$ cat src/sv/vinkw_pkg.sv
// -----------------------------------------------------------------------------
// Velocity ink width segmenter - shared definitions
// Widths, codes, the width shape table and the microcode program.
// -----------------------------------------------------------------------------
package vinkw_pkg;

    // Field widths
    localparam int CoordW   = 16;
    localparam int WidthW   = 12;
    localparam int SpeedW   = 16;
    localparam int RatioW   = 16;
    localparam int OpW      = 2;
    localparam int InDataW  = 48;   // pos_x, pos_y, speed
    localparam int InUserW  = OpW;
    localparam int OutDataW = 104;  // 4 coords, 2 widths, peak speed
    localparam int CfgAddrW = 3;
    localparam int CfgDataW = 16;

    localparam logic [WidthW-1:0] WidthMax = {WidthW{1'b1}};

    // Shared multiplier
    localparam int MulW  = 16;
    localparam int ProdW = 2 * MulW;

    // Shape table
    localparam int TableDepth   = 256;
    localparam int TblLast      = TableDepth - 1;
    localparam int TblTwiceLast = 2 * TblLast;
    localparam int TblIdxW      = $clog2(TableDepth);

    // Index divider: (v*2L + thr) / (2*thr), run only while v < thr
    localparam int DivQW   = TblIdxW;
    localparam int DivNumW = SpeedW + $clog2(TblTwiceLast + 1);
    localparam int DivDenW = SpeedW + 1;
    localparam int DivCntW = $clog2(DivQW + 1);

    // Opcodes
    localparam logic [OpW-1:0] OP_DOWN  = 2'd0;
    localparam logic [OpW-1:0] OP_MOVE  = 2'd1;
    localparam logic [OpW-1:0] OP_CLEAR = 2'd2;

    // Register indexes
    localparam logic [CfgAddrW-1:0] CFG_STROKE   = 3'd0;
    localparam logic [CfgAddrW-1:0] CFG_MIN      = 3'd1;
    localparam logic [CfgAddrW-1:0] CFG_FADEIN   = 3'd2;
    localparam logic [CfgAddrW-1:0] CFG_FADEOUT  = 3'd3;
    localparam logic [CfgAddrW-1:0] CFG_THRESH   = 3'd4;
    localparam logic [CfgAddrW-1:0] CFG_CONSTANT = 3'd5;

    typedef struct packed {
        logic [WidthW-1:0] stroke;
        logic [WidthW-1:0] minw;
        logic [RatioW-1:0] fadein;
        logic [RatioW-1:0] fadeout;
        logic [SpeedW-1:0] thr;
        logic              cmode;
    } t_cfg;

    // Datapath micro-operations
    typedef enum logic [4:0] {
        U_IDLE, U_NOP, U_PEAK, U_DIV_GO, U_IDX_DIV, U_IDX_MAX, U_LOOKUP,
        U_CURVE, U_W_MIN, U_CLAMP_HI, U_CLAMP_LO, U_DIFF, U_D2_LD,
        U_D2_ADD, U_CMP, U_DOWN_SET, U_EMIT
    } t_uop;

    // Multiplier operand selection
    typedef enum logic [3:0] {
        M_NONE, M_V2L, M_DE, M_FIN, M_FOUT, M_SFOUT, M_DX, M_DY, M_BIG
    } t_mul;

    // Jump conditions
    typedef enum logic [2:0] {
        C_NONE, C_ALWAYS, C_OP_DOWN, C_NOT_MOVE, C_THR_ZERO, C_V_GE_THR,
        C_DIV_BUSY, C_PREV_ZERO
    } t_cond;

    typedef logic [4:0] t_pc;

    typedef struct packed {
        t_uop  uop;
        t_mul  mul;
        t_cond cond;
        t_pc   target;
    } t_uword;

    // Control to the datapath
    typedef struct packed {
        t_uop uop;
        t_mul mul;
        logic en;
    } t_ctl;

    // Status back to the sequencer
    typedef struct packed {
        logic op_down;
        logic not_move;
        logic thr_zero;
        logic v_ge_thr;
        logic div_busy;
        logic prev_zero;
        logic out_free;
    } t_sts;

    // Program labels
    localparam t_pc P_IDLE  = 5'd0;
    localparam t_pc P_PEAK  = 5'd1;
    localparam t_pc P_MOVE  = 5'd2;
    localparam t_pc P_THR   = 5'd3;
    localparam t_pc P_RANGE = 5'd4;
    localparam t_pc P_DIV   = 5'd5;
    localparam t_pc P_WAIT  = 5'd6;
    localparam t_pc P_IDX   = 5'd7;
    localparam t_pc P_CAP   = 5'd8;
    localparam t_pc P_LOOK  = 5'd9;
    localparam t_pc P_MDE   = 5'd10;
    localparam t_pc P_CURVE = 5'd11;
    localparam t_pc P_WMIN  = 5'd12;
    localparam t_pc P_FADE  = 5'd13;
    localparam t_pc P_HI    = 5'd14;
    localparam t_pc P_LO    = 5'd15;
    localparam t_pc P_DIST  = 5'd16;
    localparam t_pc P_SQX   = 5'd17;
    localparam t_pc P_SQY   = 5'd18;
    localparam t_pc P_SQB   = 5'd19;
    localparam t_pc P_CMP   = 5'd20;
    localparam t_pc P_DOWN  = 5'd21;
    localparam t_pc P_DSET  = 5'd22;
    localparam t_pc P_EMIT  = 5'd23;

    function automatic t_uword uw(input t_uop u, input t_mul m, input t_cond c,
                                  input t_pc t);
        t_uword w;
        w.uop    = u;
        w.mul    = m;
        w.cond   = c;
        w.target = t;
        return w;
    endfunction

    // Microcode ROM: a taken condition jumps, otherwise fall through
    function automatic t_uword micro_rom(input t_pc pc);
        t_uword w;
        unique case (pc)
            P_IDLE:  w = uw(U_IDLE,     M_NONE,  C_NONE,      P_IDLE);
            P_PEAK:  w = uw(U_PEAK,     M_NONE,  C_OP_DOWN,   P_DOWN);
            P_MOVE:  w = uw(U_NOP,      M_NONE,  C_NOT_MOVE,  P_EMIT);
            P_THR:   w = uw(U_NOP,      M_V2L,   C_THR_ZERO,  P_WMIN);
            P_RANGE: w = uw(U_NOP,      M_NONE,  C_V_GE_THR,  P_CAP);
            P_DIV:   w = uw(U_DIV_GO,   M_NONE,  C_NONE,      P_IDLE);
            P_WAIT:  w = uw(U_NOP,      M_NONE,  C_DIV_BUSY,  P_WAIT);
            P_IDX:   w = uw(U_IDX_DIV,  M_NONE,  C_ALWAYS,    P_LOOK);
            P_CAP:   w = uw(U_IDX_MAX,  M_NONE,  C_NONE,      P_IDLE);
            P_LOOK:  w = uw(U_LOOKUP,   M_NONE,  C_NONE,      P_IDLE);
            P_MDE:   w = uw(U_NOP,      M_DE,    C_NONE,      P_IDLE);
            P_CURVE: w = uw(U_CURVE,    M_NONE,  C_ALWAYS,    P_FADE);
            P_WMIN:  w = uw(U_W_MIN,    M_NONE,  C_NONE,      P_IDLE);
            P_FADE:  w = uw(U_NOP,      M_FIN,   C_PREV_ZERO, P_DIST);
            P_HI:    w = uw(U_CLAMP_HI, M_FOUT,  C_NONE,      P_IDLE);
            P_LO:    w = uw(U_CLAMP_LO, M_NONE,  C_NONE,      P_IDLE);
            P_DIST:  w = uw(U_DIFF,     M_NONE,  C_NONE,      P_IDLE);
            P_SQX:   w = uw(U_NOP,      M_DX,    C_NONE,      P_IDLE);
            P_SQY:   w = uw(U_D2_LD,    M_DY,    C_NONE,      P_IDLE);
            P_SQB:   w = uw(U_D2_ADD,   M_BIG,   C_NONE,      P_IDLE);
            P_CMP:   w = uw(U_CMP,      M_NONE,  C_ALWAYS,    P_EMIT);
            P_DOWN:  w = uw(U_NOP,      M_SFOUT, C_NONE,      P_IDLE);
            P_DSET:  w = uw(U_DOWN_SET, M_NONE,  C_NONE,      P_IDLE);
            P_EMIT:  w = uw(U_EMIT,     M_NONE,  C_ALWAYS,    P_IDLE);
            default: w = uw(U_NOP,      M_NONE,  C_ALWAYS,    P_IDLE);
        endcase
        return w;
    endfunction

    // Raised cosine shape table, built at elaboration
    localparam logic [63:0] Q30One = 64'd1073741824;
    localparam logic [63:0] PiQ30  = 64'd3373259426;

    typedef logic [WidthW-1:0] t_tbl [TableDepth];

    // sin(x) in Q30 for 0 <= x <= pi/2, odd terms up to x^13
    function automatic logic [63:0] sine_q30(input logic [63:0] x);
        logic [63:0] x2;
        logic [63:0] term;
        logic [63:0] sum;
        int          k;
        x2   = (x * x) >> 30;
        term = x;
        sum  = x;
        for (k = 1; k <= 6; k++) begin
            term = (term * x2) >> 30;
            unique case (k)
                1:       term = term / 64'd6;
                2:       term = term / 64'd20;
                3:       term = term / 64'd42;
                4:       term = term / 64'd72;
                5:       term = term / 64'd110;
                default: term = term / 64'd156;
            endcase
            if (k[0])
                sum = sum - term;
            else
                sum = sum + term;
        end
        return sum;
    endfunction

    function automatic t_tbl build_shape();
        t_tbl        t;
        logic [63:0] x;
        logic [63:0] s;
        int          i;
        for (i = 0; i < TableDepth; i++) begin
            t[i] = '0;
            if (2 * i >= TblLast) begin
                x = (PiQ30 * 64'(2 * i - TblLast)) / 64'(TblTwiceLast);
                s = sine_q30(x);
                if (s > Q30One)
                    s = Q30One;
                t[i] = WidthW'((64'(WidthMax) * (Q30One - s) + Q30One) >> 31);
            end
        end
        // lower half mirrors the upper half about mid-scale
        for (i = 0; 2 * i < TblLast; i++)
            t[i] = WidthMax - t[TblLast - i];
        return t;
    endfunction

    localparam t_tbl ShapeTable = build_shape();

endpackage

$ cat src/sv/vinkw_div.sv
// -----------------------------------------------------------------------------
// Velocity ink width segmenter - index divider
// Restoring divider, one quotient bit per cycle; quotient must fit DivQW bits.
// -----------------------------------------------------------------------------
module vinkw_div (
    input  logic                          i_clk,
    input  logic                          i_rst_n,
    input  logic                          i_start,
    input  logic [vinkw_pkg::DivNumW-1:0] i_num,
    input  logic [vinkw_pkg::DivDenW-1:0] i_den,
    output logic                          o_busy,
    output logic [vinkw_pkg::DivQW-1:0]   o_quo
);
    import vinkw_pkg::*;

    logic [DivCntW-1:0] r_cnt;
    logic [DivDenW-1:0] r_rem;
    logic [DivDenW-1:0] r_den;
    logic [DivQW-1:0]   r_nlo;
    logic [DivQW-1:0]   r_quo;

    logic [DivDenW:0]   trial;
    logic               ge;

    assign trial = {r_rem, r_nlo[DivQW-1]};
    assign ge    = trial >= {1'b0, r_den};

    always_ff @(posedge i_clk) begin
        if (!i_rst_n) begin
            r_cnt <= '0;
        end else if (i_start) begin
            r_cnt <= DivCntW'(DivQW);
        end else if (r_cnt != '0) begin
            r_cnt <= r_cnt - 1'b1;
        end
    end

    always_ff @(posedge i_clk) begin
        if (i_start) begin
            // top bits are below the divisor, so the quotient fits
            r_rem <= DivDenW'(i_num >> DivQW);
            r_nlo <= i_num[DivQW-1:0];
            r_den <= i_den;
            r_quo <= '0;
        end else if (r_cnt != '0) begin
            r_rem <= ge ? DivDenW'(trial - {1'b0, r_den}) : DivDenW'(trial);
            r_nlo <= r_nlo << 1;
            r_quo <= {r_quo[DivQW-2:0], ge};
        end
    end

    assign o_busy = r_cnt != '0;
    assign o_quo  = r_quo;

endmodule

$ cat src/sv/vinkw_seq.sv
// -----------------------------------------------------------------------------
// Velocity ink width segmenter - microcode sequencer
// Step counter over the control ROM with conditional jumps and wait steps.
// -----------------------------------------------------------------------------
module vinkw_seq (
    input  logic            i_clk,
    input  logic            i_rst_n,
    input  logic            i_in_valid,
    input  vinkw_pkg::t_sts i_sts,
    output vinkw_pkg::t_ctl o_ctl,
    output logic            o_in_ready
);
    import vinkw_pkg::*;

    t_pc    r_pc;
    t_pc    n_pc;
    t_uword word;
    logic   take;
    logic   hold;

    assign word = micro_rom(r_pc);

    always_comb begin
        unique case (word.cond)
            C_NONE:      take = 1'b0;
            C_ALWAYS:    take = 1'b1;
            C_OP_DOWN:   take = i_sts.op_down;
            C_NOT_MOVE:  take = i_sts.not_move;
            C_THR_ZERO:  take = i_sts.thr_zero;
            C_V_GE_THR:  take = i_sts.v_ge_thr;
            C_DIV_BUSY:  take = i_sts.div_busy;
            C_PREV_ZERO: take = i_sts.prev_zero;
            default:     take = 1'b0;
        endcase
    end

    // idle waits for an item, emit waits for room in the output register
    assign hold = ((word.uop == U_IDLE) && !i_in_valid) ||
                  ((word.uop == U_EMIT) && !i_sts.out_free);

    always_comb begin
        priority if (hold) begin
            n_pc = r_pc;
        end else if (take) begin
            n_pc = word.target;
        end else begin
            n_pc = r_pc + 1'b1;
        end
    end

    always_ff @(posedge i_clk) begin
        if (!i_rst_n) begin
            r_pc <= P_IDLE;
        end else begin
            r_pc <= n_pc;
        end
    end

    assign o_ctl.uop  = word.uop;
    assign o_ctl.mul  = word.mul;
    assign o_ctl.en   = !hold;
    assign o_in_ready = word.uop == U_IDLE;

endmodule

$ cat src/sv/vinkw_dp.sv
// -----------------------------------------------------------------------------
// Velocity ink width segmenter - datapath
// Pen state, scratch registers, shared multiplier, divider and output register.
// -----------------------------------------------------------------------------
module vinkw_dp (
    input  logic                           i_clk,
    input  logic                           i_rst_n,
    input  vinkw_pkg::t_cfg                i_cfg,
    input  vinkw_pkg::t_ctl                i_ctl,
    input  logic [vinkw_pkg::InDataW-1:0]  i_in_data,
    input  logic [vinkw_pkg::InUserW-1:0]  i_in_user,
    input  logic                           i_out_ready,
    output logic                           o_out_valid,
    output logic [vinkw_pkg::OutDataW-1:0] o_out_data,
    output logic                           o_out_user,
    output vinkw_pkg::t_sts                o_sts
);
    import vinkw_pkg::*;

    // pen state
    logic [CoordW-1:0] r_prevx;
    logic [CoordW-1:0] r_prevy;
    logic [WidthW-1:0] r_prevw;
    logic [SpeedW-1:0] r_peak;

    // current item
    logic [OpW-1:0]    r_op;
    logic [CoordW-1:0] r_px;
    logic [CoordW-1:0] r_py;
    logic [SpeedW-1:0] r_v;

    // scratch
    logic [ProdW-1:0]   r_prod;
    logic [TblIdxW-1:0] r_idx;
    logic [WidthW-1:0]  r_e;
    logic [WidthW-1:0]  r_dw;
    logic               r_sgn;
    logic [WidthW-1:0]  r_w;
    logic [CoordW-1:0]  r_dx;
    logic [CoordW-1:0]  r_dy;
    logic [WidthW-1:0]  r_big;
    logic [ProdW:0]     r_d2;
    logic               r_seg;

    // output register
    logic                r_ovalid;
    logic                r_oseg;
    logic [CoordW-1:0]   r_osx;
    logic [CoordW-1:0]   r_osy;
    logic [CoordW-1:0]   r_oex;
    logic [CoordW-1:0]   r_oey;
    logic [WidthW-1:0]   r_osw;
    logic [WidthW-1:0]   r_oew;
    logic [SpeedW-1:0]   r_opk;

    logic              latch;
    logic              emit;
    logic              out_free;
    logic [MulW-1:0]   mul_a;
    logic [MulW-1:0]   mul_b;
    logic              div_busy;
    logic [DivQW-1:0]  div_quo;
    logic [DivNumW-1:0] div_num;
    logic [DivDenW-1:0] div_den;

    logic [23:0]        cx;
    logic [WidthW-1:0]  cq0;
    logic [WidthW:0]    cr;
    logic [WidthW-1:0]  cq;
    logic [WidthW-1:0]  curve_w;
    logic [WidthW-1:0]  lim;
    logic [CoordW:0]    dxs;
    logic [CoordW:0]    dys;
    logic [CoordW:0]    dxa;
    logic [CoordW:0]    dya;

    function automatic logic [WidthW-1:0] scale_sat(input logic [ProdW-1:0] p);
        logic [ProdW-1:0] r;
        r = (p + ProdW'(2048)) >> 12;
        return (r > ProdW'(WidthMax)) ? WidthMax : r[WidthW-1:0];
    endfunction

    assign latch    = i_ctl.en && (i_ctl.uop == U_IDLE);
    assign emit     = i_ctl.en && (i_ctl.uop == U_EMIT);
    assign out_free = !r_ovalid || i_out_ready;

    // shared multiplier operands
    always_comb begin
        unique case (i_ctl.mul)
            M_V2L:   begin mul_a = r_v;            mul_b = MulW'(TblTwiceLast); end
            M_DE:    begin mul_a = MulW'(r_dw);    mul_b = MulW'(r_e);          end
            M_FIN:   begin mul_a = MulW'(r_prevw); mul_b = i_cfg.fadein;        end
            M_FOUT:  begin mul_a = MulW'(r_prevw); mul_b = i_cfg.fadeout;       end
            M_SFOUT: begin mul_a = MulW'(i_cfg.stroke); mul_b = i_cfg.fadeout;  end
            M_DX:    begin mul_a = r_dx;           mul_b = r_dx;                end
            M_DY:    begin mul_a = r_dy;           mul_b = r_dy;                end
            M_BIG:   begin mul_a = MulW'(r_big);   mul_b = MulW'(r_big);        end
            default: begin mul_a = '0;             mul_b = '0;                  end
        endcase
    end

    // index division
    assign div_num = DivNumW'(r_prod) + DivNumW'(i_cfg.thr);
    assign div_den = {i_cfg.thr, 1'b0};

    vinkw_div u_div (
        .i_clk   (i_clk),
        .i_rst_n (i_rst_n),
        .i_start (i_ctl.en && (i_ctl.uop == U_DIV_GO)),
        .i_num   (div_num),
        .i_den   (div_den),
        .o_busy  (div_busy),
        .o_quo   (div_quo)
    );

    // curve: (dw*e + 2047) / 4095, using 4096 = 4095 + 1
    assign cx      = r_prod[23:0] + 24'd2047;
    assign cq0     = cx[23:12];
    assign cr      = {1'b0, cx[11:0]} + {1'b0, cq0};
    assign cq      = cq0 + WidthW'(cr >= {1'b0, WidthMax});
    assign curve_w = r_sgn ? (i_cfg.minw - cq) : (i_cfg.minw + cq);
    assign lim     = scale_sat(r_prod);

    // signed deltas, magnitude fits 16 bits
    assign dxs = {r_px[CoordW-1], r_px} - {r_prevx[CoordW-1], r_prevx};
    assign dys = {r_py[CoordW-1], r_py} - {r_prevy[CoordW-1], r_prevy};
    assign dxa = dxs[CoordW] ? -dxs : dxs;
    assign dya = dys[CoordW] ? -dys : dys;

    // scratch and item registers
    always_ff @(posedge i_clk) begin
        if (i_ctl.mul != M_NONE)
            r_prod <= ProdW'(mul_a) * ProdW'(mul_b);
        if (latch) begin
            r_px  <= i_in_data[15:0];
            r_py  <= i_in_data[31:16];
            r_v   <= i_in_data[47:32];
            r_op  <= i_in_user;
            r_seg <= 1'b0;
        end
        if (i_ctl.en) begin
            unique case (i_ctl.uop)
                U_IDX_DIV: r_idx <= (div_quo > DivQW'(TblLast)) ?
                                    TblIdxW'(TblLast) : div_quo;
                U_IDX_MAX: r_idx <= TblIdxW'(TblLast);
                U_LOOKUP: begin
                    r_e   <= ShapeTable[r_idx];
                    r_sgn <= i_cfg.stroke < i_cfg.minw;
                    r_dw  <= (i_cfg.stroke < i_cfg.minw) ?
                             (i_cfg.minw - i_cfg.stroke) : (i_cfg.stroke - i_cfg.minw);
                end
                U_CURVE: r_w <= curve_w;
                U_W_MIN: r_w <= i_cfg.minw;
                U_CLAMP_HI: begin
                    if ((i_cfg.fadein != '0) && (r_w > lim))
                        r_w <= lim;
                end
                U_CLAMP_LO: begin
                    if ((i_cfg.fadeout != '0) && (r_w < lim))
                        r_w <= lim;
                end
                U_DIFF: begin
                    r_dx  <= dxa[CoordW-1:0];
                    r_dy  <= dya[CoordW-1:0];
                    r_big <= (r_w > r_prevw) ? r_w : r_prevw;
                end
                U_D2_LD:  r_d2  <= (ProdW+1)'(r_prod);
                U_D2_ADD: r_d2  <= r_d2 + (ProdW+1)'(r_prod);
                U_CMP:    r_seg <= (ProdW+3)'(r_prod[23:0]) <= {r_d2, 2'b00};
                default: ;
            endcase
        end
    end

    // pen state and output handshake
    always_ff @(posedge i_clk) begin
        if (!i_rst_n) begin
            r_prevx  <= '0;
            r_prevy  <= '0;
            r_prevw  <= '0;
            r_peak   <= '0;
            r_ovalid <= 1'b0;
        end else begin
            if (i_ctl.en && (i_ctl.uop == U_PEAK)) begin
                priority if (r_op == OP_CLEAR) begin
                    r_peak <= '0;
                end else if (((r_op == OP_DOWN) || (r_op == OP_MOVE)) && (r_v > r_peak)) begin
                    r_peak <= r_v;
                end
            end
            if (i_ctl.en && (i_ctl.uop == U_DOWN_SET)) begin
                r_prevx <= r_px;
                r_prevy <= r_py;
                r_prevw <= (i_cfg.fadeout != '0) ? lim : i_cfg.minw;
            end
            if (emit && r_seg) begin
                r_prevx <= r_px;
                r_prevy <= r_py;
                r_prevw <= r_w;
            end
            priority if (emit) begin
                r_ovalid <= 1'b1;
            end else if (i_out_ready) begin
                r_ovalid <= 1'b0;
            end
        end
    end

    always_ff @(posedge i_clk) begin
        if (emit) begin
            r_oseg <= r_seg;
            r_opk  <= r_peak;
            r_osx  <= r_seg ? r_px : '0;
            r_osy  <= r_seg ? r_py : '0;
            r_oex  <= r_seg ? r_prevx : '0;
            r_oey  <= r_seg ? r_prevy : '0;
            r_osw  <= !r_seg ? '0 : (i_cfg.cmode ? i_cfg.stroke : r_w);
            r_oew  <= !r_seg ? '0 : (i_cfg.cmode ? i_cfg.stroke : r_prevw);
        end
    end

    assign o_out_valid = r_ovalid;
    assign o_out_user  = r_oseg;
    assign o_out_data  = {r_opk, r_oew, r_osw, r_oey, r_oex, r_osy, r_osx};

    assign o_sts.op_down   = r_op == OP_DOWN;
    assign o_sts.not_move  = r_op != OP_MOVE;
    assign o_sts.thr_zero  = i_cfg.thr == '0;
    assign o_sts.v_ge_thr  = r_v >= i_cfg.thr;
    assign o_sts.div_busy  = div_busy;
    assign o_sts.prev_zero = r_prevw == '0;
    assign o_sts.out_free  = out_free;

endmodule

$ cat src/sv/velocity_ink_width_segmenter.sv
// -----------------------------------------------------------------------------
// Velocity ink width segmenter - top level
// Pen events in, speed-shaped line segments out; microcoded datapath.
// -----------------------------------------------------------------------------
// Only one item is in flight at a time. A pen move holds the block until its
// result reaches the output register. Most of that time goes to two shared
// units. The first is the bit-serial index divider: one quotient bit per cycle,
// with its own wait step in the program. The second is the single shared
// 16x16 multiplier. The microcode uses it once per step, for the index product,
// the curve product, the two fade limits, the three squares of the distance
// test and the fade-out limit of a pen down. Shorter paths:
//  - a move whose speed reaches the threshold skips the divider;
//  - a move with a zero threshold also skips the curve;
//  - when no width is stored yet, the two fade steps drop out as well;
//  - a pen down is shorter still, and a clear or an unused opcode shortest.
// The result sits in an output register, so the next item is taken while it
// waits. The program stalls on its emit step only when that register is still
// full. Every accepted item gives exactly one result, with segment_valid low
// when nothing is drawn. Configuration is a plain write port and must be
// written while idle.
// -----------------------------------------------------------------------------
module velocity_ink_width_segmenter (
    input  logic                                i_clk,
    input  logic                                i_rst_n,
    // configuration
    input  logic                                i_cfg_we,
    input  logic [vinkw_pkg::CfgAddrW-1:0]      i_cfg_addr,
    input  logic [vinkw_pkg::CfgDataW-1:0]      i_cfg_data,
    // pen events
    input  logic                                s_axis_tvalid,
    output logic                                s_axis_tready,
    input  logic [vinkw_pkg::InDataW-1:0]       s_axis_tdata,   // pos_x, pos_y, speed
    input  logic [vinkw_pkg::InUserW-1:0]       s_axis_tuser,   // opcode
    // segments
    output logic                                m_axis_tvalid,
    input  logic                                m_axis_tready,
    output logic [vinkw_pkg::OutDataW-1:0]      m_axis_tdata,   // start_x, start_y, end_x,
                                                                // end_y, start_width,
                                                                // end_width, peak_speed
    output logic                                m_axis_tuser    // segment_valid
);
    import vinkw_pkg::*;

    t_cfg r_cfg;
    t_ctl ctl;
    t_sts sts;

    // configuration registers; writes to unused indexes are dropped
    always_ff @(posedge i_clk) begin
        if (!i_rst_n) begin
            r_cfg.stroke  <= 12'd48;
            r_cfg.minw    <= 12'd16;
            r_cfg.fadein  <= '0;
            r_cfg.fadeout <= '0;
            r_cfg.thr     <= 16'd1024;
            r_cfg.cmode   <= 1'b0;
        end else if (i_cfg_we) begin
            unique case (i_cfg_addr)
                CFG_STROKE:   r_cfg.stroke  <= i_cfg_data[WidthW-1:0];
                CFG_MIN:      r_cfg.minw    <= i_cfg_data[WidthW-1:0];
                CFG_FADEIN:   r_cfg.fadein  <= i_cfg_data;
                CFG_FADEOUT:  r_cfg.fadeout <= i_cfg_data;
                CFG_THRESH:   r_cfg.thr     <= i_cfg_data;
                CFG_CONSTANT: r_cfg.cmode   <= i_cfg_data[0];
                default: ;
            endcase
        end
    end

    // control program
    vinkw_seq u_seq (
        .i_clk      (i_clk),
        .i_rst_n    (i_rst_n),
        .i_in_valid (s_axis_tvalid),
        .i_sts      (sts),
        .o_ctl      (ctl),
        .o_in_ready (s_axis_tready)
    );

    // datapath, pen state and output register
    vinkw_dp u_dp (
        .i_clk       (i_clk),
        .i_rst_n     (i_rst_n),
        .i_cfg       (r_cfg),
        .i_ctl       (ctl),
        .i_in_data   (s_axis_tdata),
        .i_in_user   (s_axis_tuser),
        .i_out_ready (m_axis_tready),
        .o_out_valid (m_axis_tvalid),
        .o_out_data  (m_axis_tdata),
        .o_out_user  (m_axis_tuser),
        .o_sts       (sts)
    );

endmodule

$ cat config.mk
export PLATFORM = sky130hd
export DESIGN_NAME = velocity_ink_width_segmenter
export DESIGN_NICKNAME = d
export VERILOG_FILES = /design/src/sv/vinkw_pkg.sv /design/src/sv/vinkw_div.sv /design/src/sv/vinkw_seq.sv /design/src/sv/vinkw_dp.sv /design/src/sv/velocity_ink_width_segmenter.sv
export SDC_FILE = /design/constraint.sdc
export NUM_CORES = 2
export LEC_CHECK = 0
export BUFFER_PORTS_ARGS = -buffer_cell sky130_fd_sc_hd__buf_2
export CELL_PAD_IN_SITES_DETAIL_PLACEMENT = 1
export CELL_PAD_IN_SITES_GLOBAL_PLACEMENT = 1
export CORE_MARGIN = 2
export CORE_UTILIZATION = 40
export CTS_BUF_LIST = sky130_fd_sc_hd__clkbuf_2 sky130_fd_sc_hd__clkbuf_4 sky130_fd_sc_hd__clkbuf_8
export DETAILED_ROUTE_END_ITERATION = 8
export HOLD_SLACK_MARGIN = 0.06
export PLACE_DENSITY_LB_ADDON = 0.1
export SYNTH_ARGS = -nofsm -noshare
export SYNTH_HDL_FRONTEND = slang
export SYNTH_SLANG_ARGS = --single-unit
$ cat constraint.sdc
create_clock -name i_clk -period 7.3 [get_ports i_clk]
set_clock_uncertainty 0.2 [all_clocks]
set_input_delay 1.095 -clock i_clk [delete_from_list [all_inputs] [get_ports i_clk]]
set_output_delay 1.095 -clock i_clk [all_outputs]
set_load 0.02 [all_outputs]
Word-level counts from Yosys, hierarchy flattened --
Memories as Yosys holds them, arrays and structs flattened. A register that Yosys moved wholly into a read port is not among the register bits. Cells that the tools add are included.
Word-level totals: word-level logic and storage cells 205, bits in registers 490, memories kept 2, bits in writable memories 0, bits in latches 0, bits in read-only memories 3616, input bits 74, output and inout port bits 107
Memory list:
- (no name shown) | words 256, bits a word 12, rd ports 1, clocked after Yosys merged registers in 1, wr ports 0, RTL line vinkw_dp.sv:147 | r_e <= ShapeTable[r_idx];
- (no name shown) | words 32, bits a word 17, rd ports 1, clocked after Yosys merged registers in 1, wr ports 0, RTL line vinkw_pkg.sv:143 | unique case (pc)
Cells by class: order comparisons 11, shift operators 0, multiplexer cells 41, add/subtract/negate cells 17, $mul 1, bitwise operators 3, divide/modulo/power cells 0, reductions and logical operators 50, eq/ne operators 40
Operators with widths (count):
- $pmux 16 s7 | 2
- $mux 12 | 11
- $mux 16 | 8
- $pmux 33 s2 | 1
- $mux 17 | 3
- $pmux 12 s4 | 1
- $eq 5x4->1 const B | 8
- $sub 12x12->12 | 3
- $le 24x35->1 | 1
- $sub 16x16->17 | 2
- $add 33x32->33 | 1
- $add 32x12->32 const B | 1
- $mul 16x16->32 | 1
- $neg 16->16 | 2
- $reduce_bool 16->1 | 2
- $add 25x16->25 | 1
- $add 24x11->24 const B | 1
- $gt 12x12->1 | 2
- $lt 12x12->1 | 2
- $mux 8 | 3
- $reduce_and 2->1 | 11
- $eq 5x3->1 const B | 4
- $gt 20x12->1 const B | 1
- $eq 3x3->1 const B | 6
- other kinds (41) | 85

Logic depth before layout (Yosys ltp) --
word-level depth 10, gate-level depth with buffers 35, gate-level depth less buffers 35

By module --
From an unflattened synthesis, not the netlist that was laid out.
Second synthesis, totals: cell total of the unflattened synthesis 4732, area total of the unflattened synthesis 43170.2 µm²
Modules (own cells, without submodules):
- vinkw_dp | times used 1, seq. area each 10520.1 µm², area an instance 35753.0 µm², cells an instance 3984
- vinkw_div | times used 1, seq. area each 1501.4 µm², area an instance 3228.1 µm², cells an instance 316
- velocity_ink_width_segmenter | times used 1, seq. area each 1461.4 µm², area an instance 2707.6 µm², cells an instance 263
- vinkw_seq | times used 1, seq. area each 440.4 µm², area an instance 1481.4 µm², cells an instance 169

Worst setup path before layout --
No wires, ideal clock.
kind reg-to-reg, start point register, netlist name u_seq.word[10], end point register u_dp.r_prod[25] (data pin), data required time 6.841 ns, path buffers 2, arrival 7.205 ns, path slack -0.364 ns, stages on the path, launching flop included 28, library setup time 0.259 ns, clock period less this slack 7.664 ns, cells stage by stage dfxtp_1 > or3b_2 > a21oi_1 > clkbuf_1 > nand2_1 > nand3_1 > clkbuf_1 > nand2_1 > fa_1 > inv_1 > fa_1 > inv_1 > fa_1 > inv_1 > fa_1 > inv_1 > fa_1 > inv_1 > fa_1 > ha_1 > or3_1 > o21ai_0 > a21oi_1 > a41o_1 > or4_1 > a31o_2 > a21oi_1 > xnor2_1
On the way: longest elaborated chain between the ends 4, elaborated cells between the ends (all ways) 13, classes of those cells 1 x mul; 8 x eq/ne; 2 x mux; 2 x reduce/logical
Ends and longest elaborated chain:
- $eq 4x2->1 or $eq 4x3->1 (tied branches) | RTL line vinkw_dp.sv:89 | unique case (i_ctl.mul)
- $reduce_or 2->1 (no line)
- $pmux 16 s7 | RTL line vinkw_dp.sv:89
- $mul 16x16->32 * | RTL line vinkw_dp.sv:133 | r_prod <= ProdW'(mul_a) * ProdW'(mul_b);
- end signal: assignment | RTL line vinkw_dp.sv:133
- end: declaration | RTL line vinkw_dp.sv:33 | logic [ProdW-1:0] r_prod;
Mark *: on every way between the ends. The rest lies on a longest branch, timed or not. A chain may end at the register's enable or synchronous reset.

Worst setup path in the final report --
start point register, netlist name u_seq.word[11], end point register u_dp.r_prod[31] (data pin)
On the way: longest elaborated chain between the ends 4, elaborated cells between the ends (all ways) 13, classes of those cells 1 x mul; 8 x eq/ne; 2 x mux; 2 x reduce/logical
Ends and longest elaborated chain (RTL line):
- $eq 4x2->1 or $eq 4x3->1 (tied branches) | vinkw_dp.sv:89
- $reduce_or 2->1 (no line)
- $pmux 16 s7 | vinkw_dp.sv:89
- $mul 16x16->32 * | vinkw_dp.sv:133
Marks and branches as above.

==> run metrics <==
Flop pwr share=26.0%; syn_area_per_cell=8.99 µm²; arrival time worst endpoint=7.71 ns; Routed WL per cell=23.3 µm; r2r setup slk=-0.17 ns; combinational power share=55.5%; Starting Density=40.4%; Max-Slew Margin vs Limit=17.8%; min-delay worst type=flop to flop; max-cap violation count=0; Filler Cell Count=12171; Switching Fraction=between 40% and 50%; Post-synth top cells=718 x nand2_1, 442 x inv_1, 358 x ha_1; die width=around 330 µm; dpl cells=6382; area of the multi-input gates=26400 µm²; max incr delay on CP=0.55 ns; first-pass GRT wire length=234000 µm; Seq/Total Area, Yosys=around 33%; Synth Area in Compound Gates=16.3%; Final Cycle Share=102%; synth top area cells=edfxtp_1 25%, ha_1 11%, fa_1 9.7%; pwr/cell area=350 nW/µm²; Seq cells post-synth=519; Area Growth Syn to Fin=20.5%; Crit-path slowest cell=fa_1; register area=13900 µm²; die area=107000 µm²; Avg Vias per Cell=between 5 and 6; total power=17.7 mW; Internal Pwr Total=a little over 10 mW; post-synth cell types=between 90 and 100; Clk pwr share=between 15 and 20%; Yosys top cell area share=25.1%; die height=around 330 µm; max-slew violation count=0; I/O pin count=181; Worst Path Buf+Inv=7; XOR/XNOR Fraction of Synth Area=about 4.7%; worst slew pin tran=1.23 ns; cell with the most instances after synthesis=nand2_1; initial antenna violation count=5; Root Driver=clkbuf_8; vias in the first global route=38027; final wirelength=155000 µm; drt pass-1 iters=6; final setup fails=3; CTS clk-pin slew, worst paths=0.07 ns; EDFF count, synth=350; Total Nets Final=5807; leakage=roughly 22 nW; WS Path Type=flop to flop; number of remaining DRC errors=0; Main synth FF type=edfxtp_1; Crit path required time=7.53 ns; syn nets=approximately 5300; unrepaired setup endpoints after global routing=yes; multiplexer share of the synthesized area=2.10%; IO Port Bufs=180; htree depth=3; result of the run=finished with violations; IR Drop Worst-Case VDD=between 0.2 and 0.25 mV; NetSw=7.64 mW; failing checks=setup timing; Final Wtd Congestion=0.951; main combinational cell family by area after synthesis=adder cells; post-layout min period=7.47 ns; CP Launch Type=flop; site row count=118; synth warn=0; Num CTS Buffers=95; CTS Buffer Depth=3; GRT Total Usage=28.4%; Final Hold Viols=0; CTS tree=yes; layout cells sized above 1=20.2%; Clock Latency Late Sink=approximately 0.8 ns; most frequent CP cell=fa_1; starting DRC count in detailed routing=2903; element type at the critical path end=flop; Syn Std Cell Area=41900 µm²; Yosys top cell by area=edfxtp_1; asr flop ratio synth=0%; via count=37039; Synth Area in Adders=20.4%; cell family contributing the most delay on the critical path=adder cells; total grt overflow=0; FMAX=134 MHz; simple-gate share of the synthesized area=approximately 17%; DP Wirelength=around 120000 µm; CTS Sinks=519; CP Max Fanout=14; Routed Antenna Nets=0; largest net degree at the start of global routing=176; core box area=about 100000 µm²; Syn Inst Count=4662; final worst setup slack=-0.171 ns; Finished Layout Cells=roughly 6600
cell type report:
| cell class | count | share of cell area (%) |
|---|---|---|
| flip-flops and latches | 519 | 27.5 |
| repair buffers | 632 | 9.10 |
| inverters | 444 | 3.33 |
| clock inverters | 39 | 0.912 |
| diodes | 5 | 0.0248 |
| multi-input cells | 3480 | 52.2 |
| well taps | 1380 | 3.42 |
| clock buffers | 141 | 3.46 |
placed cells by master, fill, tap and decap left out, types with 164 or more instances in the layout:
| cell type | n |
|---|---|
| fa_1 | 186 |
| inv_1 | 422 |
| a21oi_1 | 329 |
| dfxtp_1 | 164 |
| buf_2 | 181 |
| nand2_1 | 701 |
| edfxtp_1 | 350 |
| ha_1 | 338 |
| buf_4 | 410 |
| o21ai_0 | 239 |
| nor2_1 | 239 |
kinds of logic (layout without fill, tap and decap cells):
group                    count (synthesis)  count (layout)
AND/OR/NAND/NOR                       1546            1546
AO/OA/AOI/OAI                         1083            1083
buffers and inverters                  663            1256
adder cells (fa/ha/maj)                562             562
flip-flops                             519             519
XOR/XNOR                               218             218
multiplexers                            71              71
other                                    0               5
routing by layer:
| layer | GRT usage (%) | up-vias | part of all wire [%] |
|---|---|---|---|
| met5 | 0 | - | 0.0065 |
| met4 | 7.83 | 2 | 2.7 |
| met3 | 5.06 | 252 | 6.0 |
| met2 | 45.7 | 960 | 46 |
| met1 | 39.2 | 18513 | 46 |
| li1 | - | 17312 | - |
per-stage QoR:
| stage | cell area (µm²) | hold WS, ns | TNS [ns] | setup slack (ns) | util, % |
|---|---|---|---|---|---|
| floorplan | 42000 | 0.206 | -0.0244 | -0.0140 | - |
| global placement | 46700 | 0.239 | -3.43 | -0.542 | 45.1 |
| detailed placement | 46700 | 0.250 | -5.17 | -0.685 | 45.1 |
| CTS | 49900 | 0.229 | -0.0357 | -0.0204 | 48.2 |
| global route | 50500 | 0.253 | -1.79 | -0.361 | 48.7 |
| finish | 50500 | 0.255 | -0.243 | -0.171 | 48.7 |
power groups by stage:
| stage | combinational (mW) | clock (mW) | sequential (mW) |
|---|---|---|---|
| finish | 9.82 | 3.27 | 4.60 |
| global route | 10.8 | 3.47 | 4.65 |
| CTS | 9.56 | 3.34 | 4.60 |
| detailed placement | 9.24 | 0 | 4.65 |
| global placement | 9.11 | 0 | 4.64 |
| floorplan | 5.95 | 0 | 4.37 |
worst paths after layout:
path / startpoint / endpoint / cells after the start
worst min-delay path: u_dp.u_div.o_quo[7]$_SDFFE_PP0P_ / u_dp.u_div.o_quo[7]$_SDFFE_PP0P_ / 2
worst max-delay path: u_seq.word[11]$_SDFF_PP0_ / u_dp.r_prod[31]$_DFFE_PP_ / 29
worst max register to register: u_seq.word[11]$_SDFF_PP0_ / u_dp.r_prod[31]$_DFFE_PP_ / 29
worst min register to register: u_dp.u_div.o_quo[7]$_SDFFE_PP0P_ / u_dp.u_div.o_quo[7]$_SDFFE_PP0P_ / 2
sequential cells by signal, indices dropped and copies added, names as in the netlist, 17 cells and up:
| register | count |
|---|---|
| u_dp.r_d2 | 33 |
| r_cfg | 73 |
| u_seq.word | 17 |
| u_dp.r_prod | 32 |
| u_dp.u_div.r_rem | 17 |
worst min-delay path, stage by stage (launching register included):
cell and delay, ns:
dfxtp_1 0.31, nand2_1 0.05, a21oi_1 0.05
what timing repair did:
item,in CTS,in global routing
hold buffers,0,0
buffers inserted,51,25
setup endpoints to repair,15,16
resized for setup,159,80
pin swaps,117,58
cloned,2,1
Note: power is estimated with default switching activity, not from simulation.
